$ cat src/rtl/core/cdad_pkg.sv
// Shared types, constants and month-length helper for the date add-days unit.
// Used by cdad_alu and calendar_date_add_days_unit; no dependencies.
`default_nettype none

package cdad_pkg;

    localparam int DAY_COUNT_WIDTH = 16;
    localparam int YEAR_W          = 14;
    localparam int MONTH_W         = 4;
    localparam int MDAY_W          = 5;
    localparam int CENT_W          = 8;
    // Running day value: start day plus the full count.
    localparam int DAY_W           = DAY_COUNT_WIDTH + 1;
    localparam int OP_W            = (DAY_W > YEAR_W) ? DAY_W : YEAR_W;

    localparam logic [YEAR_W-1:0]  MAX_YEAR    = YEAR_W'(9999);
    localparam logic [YEAR_W-1:0]  CENTURY     = YEAR_W'(100);
    localparam logic [YEAR_W-1:0]  LAST_OF_CENT = YEAR_W'(99);
    localparam logic [MONTH_W-1:0] JANUARY     = MONTH_W'(1);
    localparam logic [MONTH_W-1:0] FEBRUARY    = MONTH_W'(2);
    localparam logic [MONTH_W-1:0] DECEMBER    = MONTH_W'(12);
    localparam logic [MDAY_W-1:0]  LAST_DAY    = MDAY_W'(31);

    typedef logic [OP_W-1:0] t_op;
    typedef logic [DAY_W-1:0] t_day;

    typedef struct packed {
        logic [YEAR_W-1:0]          start_year;
        logic [MONTH_W-1:0]         start_month;
        logic [MDAY_W-1:0]          start_day;
        logic [DAY_COUNT_WIDTH-1:0] days_to_add;
    } t_in;

    typedef struct packed {
        logic [YEAR_W-1:0]  result_year;
        logic [MONTH_W-1:0] result_month;
        logic [MDAY_W-1:0]  result_day;
        logic               input_valid;
        logic               year_overflow;
    } t_out;

    typedef struct packed {
        logic               use_div;
        logic [DAY_W-1:0]   day;
        logic [YEAR_W-1:0]  rem;
        logic [CENT_W-1:0]  cent;
        logic [1:0]         year_lo;
        logic [MONTH_W-1:0] month;
    } t_alu_req;

    typedef struct packed {
        logic [OP_W:0]       diff;
        logic                borrow;
        logic                gt;
        logic                leap;
        logic [MDAY_W-1:0]   mlen;
    } t_alu_res;

    function automatic logic [MDAY_W-1:0] month_len(input logic [MONTH_W-1:0] month,
                                                    input logic leap);
        logic [MDAY_W-1:0] len;
        case (month)
            4'd1, 4'd3, 4'd5, 4'd7, 4'd8, 4'd10, 4'd12: len = MDAY_W'(31);
            4'd4, 4'd6, 4'd9, 4'd11:                   len = MDAY_W'(30);
            4'd2:                                      len = leap ? MDAY_W'(29)
                                                                  : MDAY_W'(28);
            default:                                   len = MDAY_W'(31);
        endcase
        return len;
    endfunction

endpackage

`default_nettype wire

$ cat src/rtl/core/cdad_alu.sv
// Shared subtract/compare unit with leap-year and month-length decode.
// Depends on cdad_pkg.
`default_nettype none

module cdad_alu (
    input  wire cdad_pkg::t_alu_req i_req,
    output cdad_pkg::t_alu_res      o_res
);

    logic                          leap;
    logic [cdad_pkg::MDAY_W-1:0]   mlen;
    cdad_pkg::t_op                 op_a;
    cdad_pkg::t_op                 op_b;
    logic [cdad_pkg::OP_W:0]       diff;

    // Year mod 400 is zero when mod 100 is zero and the century count is a multiple of 4.
    assign leap = ((i_req.year_lo == 2'd0) && (i_req.rem != '0)) ||
                  ((i_req.rem == '0) && (i_req.cent[1:0] == 2'd0));

    assign mlen = cdad_pkg::month_len(i_req.month, leap);

    assign op_a = i_req.use_div ? cdad_pkg::t_op'(i_req.rem) : cdad_pkg::t_op'(i_req.day);
    assign op_b = i_req.use_div ? cdad_pkg::t_op'(cdad_pkg::CENTURY)
                                : cdad_pkg::t_op'(mlen);

    assign diff = {1'b0, op_a} - {1'b0, op_b};

    always_comb begin
        o_res.diff   = diff;
        o_res.borrow = diff[cdad_pkg::OP_W];
        o_res.gt     = !diff[cdad_pkg::OP_W] && (diff != '0);
        o_res.leap   = leap;
        o_res.mlen   = mlen;
    end

endmodule

`default_nettype wire

$ cat src/rtl/core/calendar_date_add_days_unit.sv
// Gregorian date plus day count: sequencer around one shared subtract/compare unit.
// Depends on cdad_pkg and cdad_alu.
//
// Usage:
//   Input channel (i_in_valid / o_in_stall / i_in) takes one item: a start date
//   and a day count. Output channel (o_out_valid / i_out_stall / o_out) returns
//   one item per input: the new date, input_valid and year_overflow.
//   An invalid start date is echoed back with input_valid low.
//   The work runs in steps: split the year into century and remainder, check
//   the date, walk one month at a time until the day fits, and load the output
//   register. A full 16-bit count walks about 2155 months, so the month walk
//   through the single subtractor is the longest step.
//   One item is in work at a time; o_in_stall is high from acceptance until the
//   result has moved to the output register. The output register lets the
//   next item be accepted while a finished result still waits.
//   When the receiver stalls, o_out holds its item and a finished walk waits
//   for the register to free up.
//   Reset (i_rst_n low, synchronous) drops any item in work and any waiting
//   result.
`default_nettype none

module calendar_date_add_days_unit (
    input  wire logic          i_clk,
    input  wire logic          i_rst_n,
    input  wire logic          i_in_valid,
    output logic               o_in_stall,
    input  wire cdad_pkg::t_in i_in,
    output logic               o_out_valid,
    input  wire logic          i_out_stall,
    output cdad_pkg::t_out     o_out
);

    typedef enum logic [2:0] {
        S_IDLE,
        S_DIV,
        S_CHECK,
        S_WALK,
        S_DONE
    } t_state;

    t_state                                r_state;
    logic [cdad_pkg::YEAR_W-1:0]           r_year;
    logic [cdad_pkg::MONTH_W-1:0]          r_month;
    cdad_pkg::t_day                        r_day;
    logic [cdad_pkg::DAY_COUNT_WIDTH-1:0]  r_add;
    logic [cdad_pkg::YEAR_W-1:0]           r_rem;
    logic [cdad_pkg::CENT_W-1:0]           r_cent;
    logic                                  r_ok;
    logic                                  r_ovf;
    logic                                  r_out_vld;
    cdad_pkg::t_out                        r_out;

    cdad_pkg::t_alu_req                    alu_req;
    cdad_pkg::t_alu_res                    alu_res;
    logic                                  date_ok;
    logic                                  out_free;

    always_comb begin
        alu_req.use_div = (r_state == S_DIV);
        alu_req.day     = r_day;
        alu_req.rem     = r_rem;
        alu_req.cent    = r_cent;
        alu_req.year_lo = r_year[1:0];
        alu_req.month   = r_month;
    end

    cdad_alu u_alu (
        .i_req (alu_req),
        .o_res (alu_res)
    );

    assign date_ok = (r_year <= cdad_pkg::MAX_YEAR) &&
                     (r_month >= cdad_pkg::JANUARY) && (r_month <= cdad_pkg::DECEMBER) &&
                     (r_day != '0) &&
                     (r_day[cdad_pkg::MDAY_W-1:0] <= alu_res.mlen);

    assign out_free = !r_out_vld || !i_out_stall;

    always_ff @(posedge i_clk) begin
        if (!i_rst_n) begin
            r_state   <= S_IDLE;
            r_out_vld <= 1'b0;
        end else begin
            // Load a finished item, else drop the one just taken.
            if ((r_state == S_DONE) && out_free) begin
                r_out_vld <= 1'b1;
            end else if (!i_out_stall) begin
                r_out_vld <= 1'b0;
            end
            case (r_state)
                S_IDLE: begin
                    if (i_in_valid) begin
                        r_year  <= i_in.start_year;
                        r_month <= i_in.start_month;
                        r_day   <= cdad_pkg::t_day'(i_in.start_day);
                        r_add   <= i_in.days_to_add;
                        r_rem   <= i_in.start_year;
                        r_cent  <= '0;
                        r_ovf   <= 1'b0;
                        r_state <= S_DIV;
                    end
                end
                S_DIV: begin
                    // Strip whole centuries off the year, one per cycle.
                    if (!alu_res.borrow) begin
                        r_rem  <= alu_res.diff[cdad_pkg::YEAR_W-1:0];
                        r_cent <= r_cent + 1'b1;
                    end else begin
                        r_state <= S_CHECK;
                    end
                end
                S_CHECK: begin
                    r_ok <= date_ok;
                    if (date_ok) begin
                        r_day   <= r_day + cdad_pkg::t_day'(r_add);
                        r_state <= S_WALK;
                    end else begin
                        r_state <= S_DONE;
                    end
                end
                S_WALK: begin
                    if (alu_res.gt) begin
                        r_day <= alu_res.diff[cdad_pkg::DAY_W-1:0];
                        if (r_month == cdad_pkg::DECEMBER) begin
                            r_month <= cdad_pkg::JANUARY;
                            if (r_year == cdad_pkg::MAX_YEAR) begin
                                r_ovf   <= 1'b1;
                                r_state <= S_DONE;
                            end else begin
                                r_year <= r_year + 1'b1;
                                // Keep century and remainder in step with the year.
                                if (r_rem == cdad_pkg::LAST_OF_CENT) begin
                                    r_rem  <= '0;
                                    r_cent <= r_cent + 1'b1;
                                end else begin
                                    r_rem <= r_rem + 1'b1;
                                end
                            end
                        end else begin
                            r_month <= r_month + 1'b1;
                        end
                    end else begin
                        r_state <= S_DONE;
                    end
                end
                S_DONE: begin
                    if (out_free) begin
                        if (r_ovf) begin
                            r_out.result_year  <= cdad_pkg::MAX_YEAR;
                            r_out.result_month <= cdad_pkg::DECEMBER;
                            r_out.result_day   <= cdad_pkg::LAST_DAY;
                        end else begin
                            r_out.result_year  <= r_year;
                            r_out.result_month <= r_month;
                            r_out.result_day   <= r_day[cdad_pkg::MDAY_W-1:0];
                        end
                        r_out.input_valid   <= r_ok;
                        r_out.year_overflow <= r_ovf;
                        r_state             <= S_IDLE;
                    end
                end
                default: begin
                    r_state <= S_IDLE;
                end
            endcase
        end
    end

    assign o_in_stall  = (r_state != S_IDLE);
    assign o_out_valid = r_out_vld;
    assign o_out       = r_out;

    a_accept_starts_div: assert property (@(posedge i_clk) disable iff (!i_rst_n)
        (i_in_valid && !o_in_stall) |=> (r_state == S_DIV))
        else $error("accepted item did not start the century split");

    a_walk_month_range: assert property (@(posedge i_clk) disable iff (!i_rst_n)
        (r_state == S_WALK) |-> ((r_month >= cdad_pkg::JANUARY) &&
                                 (r_month <= cdad_pkg::DECEMBER) &&
                                 (r_rem < cdad_pkg::CENTURY)))
        else $error("month walk left its legal range");

    a_ovf_saturates: assert property (@(posedge i_clk) disable iff (!i_rst_n)
        (o_out_valid && o_out.year_overflow) |->
            ((o_out.result_year == cdad_pkg::MAX_YEAR) &&
             (o_out.result_month == cdad_pkg::DECEMBER) &&
             (o_out.result_day == cdad_pkg::LAST_DAY) && o_out.input_valid))
        else $error("overflow result not saturated");

    a_done_waits: assert property (@(posedge i_clk) disable iff (!i_rst_n)
        ((r_state == S_DONE) && !out_free) |=> (r_state == S_DONE))
        else $error("finished item left before the output register was free");

endmodule

`default_nettype wire

$ cat config.mk
export PLATFORM = sky130hd
export DESIGN_NAME = calendar_date_add_days_unit
export DESIGN_NICKNAME = d
export VERILOG_FILES = /design/src/rtl/core/cdad_pkg.sv /design/src/rtl/core/cdad_alu.sv /design/src/rtl/core/calendar_date_add_days_unit.sv
export SDC_FILE = /design/constraint.sdc
export NUM_CORES = 1
export LEC_CHECK = 0
export BUFFER_PORTS_ARGS = -buffer_cell sky130_fd_sc_hd__buf_2
export CAP_MARGIN = 10
export CORE_MARGIN = 4
export CORE_UTILIZATION = 35
export DETAILED_ROUTE_END_ITERATION = 6
export GPL_ROUTABILITY_DRIVEN = 0
export MAX_ROUTING_LAYER = met4
export PLACE_DENSITY_LB_ADDON = 0.12
export SETUP_SLACK_MARGIN = 0.3
export SLEW_MARGIN = 10
export SYNTH_ARGS = -nofsm -noshare
export SYNTH_HDL_FRONTEND = slang
export SYNTH_HIERARCHICAL = 1
export SYNTH_SLANG_ARGS = --single-unit
export TNS_END_PERCENT = 30
$ cat constraint.sdc
create_clock -name i_clk -period 7.27 [get_ports i_clk]
set_input_delay 0.727 -clock i_clk [delete_from_list [all_inputs] [get_ports i_clk]]
set_output_delay 0.727 -clock i_clk [all_outputs]
set_load 0.005 [all_outputs]
Word-level counts from Yosys, hierarchy flattened. Cells that the tools add are included.

$add $sub $neg: 6. Multipliers: 0. Divide/modulo/power cells: 0. $lt $le $gt $ge: 4. Eq/ne operators: 25. Shifts and indexed selects: 0. Multiplexer cells: 45. Bitwise logic cells: 0. Reduce and logical (&&, ||, !) cells: 35.

Operator list (count): $mux 14 (9); $mux 17 (4); $pmux 17 s3 (1); $mux 8 (6); $pmux 14 s3 (1); $add 14x1->14 const B (2); $pmux 14 s2 (1); $pmux 8 s3 (1); $mux 3 (7); $ne 2x2->1 const B (10); $reduce_bool 18->1 (1); $sub 17x17->18 (1); $add 17x16->17 (1); $reduce_bool 17->1 (1); $pmux 3 s5 (1); $eq 14x14->1 const B (1); $eq 14x7->1 const B (1); $le 14x14->1 const B (1); $logic_not 14->1 (1); $reduce_bool 14->1 (1); $eq 4x4->1 const B (3); $mux 4 (3); $reduce_and 6->1 (2); $pmux 5 s2 (1); other kinds (30) (54).

Flip-flop bits (word level): 104. Latch bits: 0. Memory bits (writable): 0. ROM bits: 0. Bits of input ports: 43. Output and inout bits: 27. Word-level logic and storage cells: 130. Memories: 0.

Logic depth before layout (Yosys ltp).
Depth after elaboration: 11. Mapped depth: 21. Depth with buffers taken out: 20.

Hierarchy. The synthesis kept the hierarchy.

Modules (own cells, without submodules): calendar_date_add_days_unit (times used 1, cells each 559, area an instance 5913.2 µm², sequential area each 3083.0 µm²); cdad_alu (times used 1, cells each 161, area an instance 1136.1 µm², sequential area each 0.0 µm²).

Least setup slack after synthesis. Ideal clock, no wire load.

Path type: register to register. Start: reg r_state[2]. End: reg r_day[0] (enable). Library setup time: 0.441 ns. Arrival: 5.802 ns. Data required time: 6.829 ns. Path slack: 1.027 ns. Cell stages (with the launch flop): 18. Buffers on the path: 5. Clock period less this slack: 6.243 ns. Path through: dfxtp_1 > buf_2 > nand2b_1 > clkbuf_1 > nor2_1 > buf_4 > buf_2 > buf_2 > mux2_2 > ha_1 > a21oi_2 > a21oi_4 > or4_1 > nand4_1 > nor4_2 > a41oi_2 > o221ai_2 > nor4b_1.

RTL lines: start: declaration (RTL line calendar_date_add_days_unit.sv:41) `t_state r_state;`; start signal: assignment (RTL line calendar_date_add_days_unit.sv:81) `r_state <= S_IDLE;`; start signal: assignment (RTL line calendar_date_add_days_unit.sv:100) `r_state <= S_DIV;`; start signal: assignment (RTL line calendar_date_add_days_unit.sv:109) `r_state <= S_CHECK;`; end signal: assignment (RTL line calendar_date_add_days_unit.sv:95) `r_day <= cdad_pkg::t_day'(i_in.start_day);`; end signal: assignment (RTL line calendar_date_add_days_unit.sv:115) `r_day <= r_day + cdad_pkg::t_day'(r_add);`; end signal: assignment (RTL line calendar_date_add_days_unit.sv:123) `r_day <= alu_res.diff[cdad_pkg::DAY_W-1:0];`; end: declaration (RTL line calendar_date_add_days_unit.sv:44) `cdad_pkg::t_day r_day;`.

==> run summary <==
CTS Buf Count: 9
Crit. End Element: register
Via Count: 5564
Status: finished, final reports clean
Drt drc: 0
Worst VDD drop: 121 uV
Worst-path clk slew: 80 ps
WL/cell: 18.5 um
Cell depth of the worst flop-to-flop path: 17
CTS Hold Bufs: 0
Final Hold Viols: 0
DR iter-0 viols: 443
Antenna violations before repair: 0
FILL cells: 1875
DRT antenna net count: 0
RR Startpoint: r_state[0]$_SDFFE_PN0P_
Cell row count: 50
CTS tree: yes
Count of input and output buffers: 69
Hold Crit Start: r_ok$_DFFE_PP_
Worst hold path depth: 0
Vias in the first global route: 5570
Cell area after synthesis: 6750 um^2
FMAX: 0.184 GHz
Insertion delay to the later sink of the worst-skew pair: 360 ps
Startpoint Class: register
Final setup viols: 0
Core region area: 18800 um^2
Ant. Diodes: 0
I/O pins: 70
Minimum clock period: 5420 ps
Largest net degree at the start of global routing: 40
Max H-tree Level: 3
Clock sink count: 98
R2r setup slk: 1850 ps
Worst r2r dst: r_cent[0]$_SDFFCE_PP0P_
Worst path required time: 7390 ps
Detailed Route WL: 19.0 mm
Postcts setup bufs: 0
Layout net count: 836
Setup CP Type: reg2reg
RSZ-0062 raised after global routing: false
Worst Skew: 15.2 ps
Max-Cap Viols: 0
Critical-path top delay cell: nor2_2
First-pass GRT wire length: 30.8 mm
Post-cts repair resize count: 0
Clk root buf: clkbuf_16
Worst slew pin tran: 724 ps
Die H: 147 um
DRT Pass-1 Iters: 6
Largest stage delay, worst path: 470 ps
Cells after Synth: 694
Initial core utilization: 0.358
Most Frequent Cell on Critical Path: buf_4
Worst endpoint data arrival time: 5550 ps
Total grt overflow: 0
Pwr dens: 255 nW/um^2
Area delta synth->final: 14.0%
Dpl hpwl: 14.6 mm
Leakage power: 2.94 nW
Die width: 147 um
Die ar.: 21600 um^2
Via/cell ratio: 5.43
Synth warn: 6
Share of cells above drive strength 1: 0.187
Worst hold-check path type: reg2reg
Crit path cell chain: buf_4 > nand2b_1 > nor2_2 > buf_4 > mux2i_1 > ha_1 > fa_1 > o31a_1 > xnor2_1 > nor4b_1 > o2111ai_1 > nor4_2 > a41oi_2 > o221ai_2 > a211oi_2 > buf_4 > and2_1
Critical-path maximum fanout: 25
Syn_area_per_cell: 9.72 um^2
Setup TNS Final: 0 ps
PnR worst setup slack: 1850 ps
Final Max Slew Viols: 0
Tcrit/Tclk final: 0.746
Crit path depth: 17
Max Buffers Root-to-Sink: 2
GRT Resource Usage Total: 0.183
WP buf/inv: 3
Worst Hold Path EP: o_out[1]$_DFFE_PP_
Max transition margin: 0.518
CP top delay family: simple AND/OR/NAND/NOR gates
Pre-CTS setup slack: 1990 ps
## worst max path at each step
stage | start | end | slack (ps)
after floorplan | r_state[2]$_SDFFE_PN0P_ | r_day[0]$_DFFE_PP_ | 1030
after global placement | r_state[0]$_SDFFE_PN0P_ | r_cent[0]$_SDFFCE_PP0P_ | 2200
after detailed placement | r_state[0]$_SDFFE_PN0P_ | r_cent[0]$_SDFFCE_PP0P_ | 1990
after CTS | r_state[0]$_SDFFE_PN0P_ | r_cent[0]$_SDFFCE_PP0P_ | 1940
after global routing | r_state[0]$_SDFFE_PN0P_ | r_cent[1]$_SDFFCE_PP0P_ | 1470
final | r_state[0]$_SDFFE_PN0P_ | r_cent[0]$_SDFFCE_PP0P_ | 1850
## report_power, final
group	leakage, nW	switching, W	total (W)	internal (W)
registers	0.906	0.0000951	0.000796	0.000700
logic	1.90	0.000419	0.000683	0.000264
clock network	0.139	0.000242	0.000484	0.000243
## cells in the final DEF, fill, tap and decap left out, drive strengths merged, types with 6 or more instances in the layout
master and n:
o22ai 6, clkbuf 9, o31ai 8, nor2 66, o21a 8, nand4 14, mux2i 14, nor3 27
a21oi 35, o21ai 37, nor4 15, nor2b 11, or2 20, a31oi 6, a221oi 7, xor2 21
nand2b 6, or3 7, ha 32, and3 7, xnor2 23, a21o 9, a211oi 6, nand2 60
inv 42, nand3 20, buf 78, edfxtp 94
## layout make-up
class	instances	area (um^2)	share of cell area
tap	260	325	0.0423
timing repair buffer	78	413	0.0537
clock inverter	7	71.3	0.00927
sequential	98	2900	0.377
clock buffer	9	225	0.0293
multi-input combinational	534	3610	0.469
inverter	38	143	0.0185
## worst register-to-register path, delay by kind of cell (launching register included)
kind                     cells  cell delay, ps
XOR/XNOR                     1             170
flip-flops                   1             310
AND/OR/NAND/NOR              5            1800
buffers and inverters        3             820
adder cells (fa/ha/maj)      2             680
AO/OA/AOI/OAI                5            1290
multiplexers                 1             120
## stage by stage
stage	util	instances	area [um^2]	hold slack (ps)	total power [W]
after floorplan	-	696	6750	400	0.00128
after CTS	0.408	1024	7690	441	0.00197
after detailed placement	0.393	1008	7390	424	0.00148
final	0.408	1024	7690	440	0.00196
after global placement	0.393	1008	7390	417	0.00148
after global routing	0.408	1024	7690	452	0.00209
## registers in the layout (all words and copies together), names as in the netlist, 2 cells and up
| name | count |
|---|---|
| o_out | 25 |
| r_add | 16 |
| r_cent | 2 |
| r_day | 17 |
| r_month | 4 |
| r_rem | 14 |
| r_state | 3 |
| r_year | 14 |
## metal layers
metal  share of wire  global-route usage  vias to the layer above
li1                -                   -                     2717
met1            0.45               0.241                     2646
met2            0.48               0.293                      176
met3           0.055              0.0327                       25
met4           0.016              0.0442                        0
met5               0                   -                        -
Power figures use the tool's default switching activity.
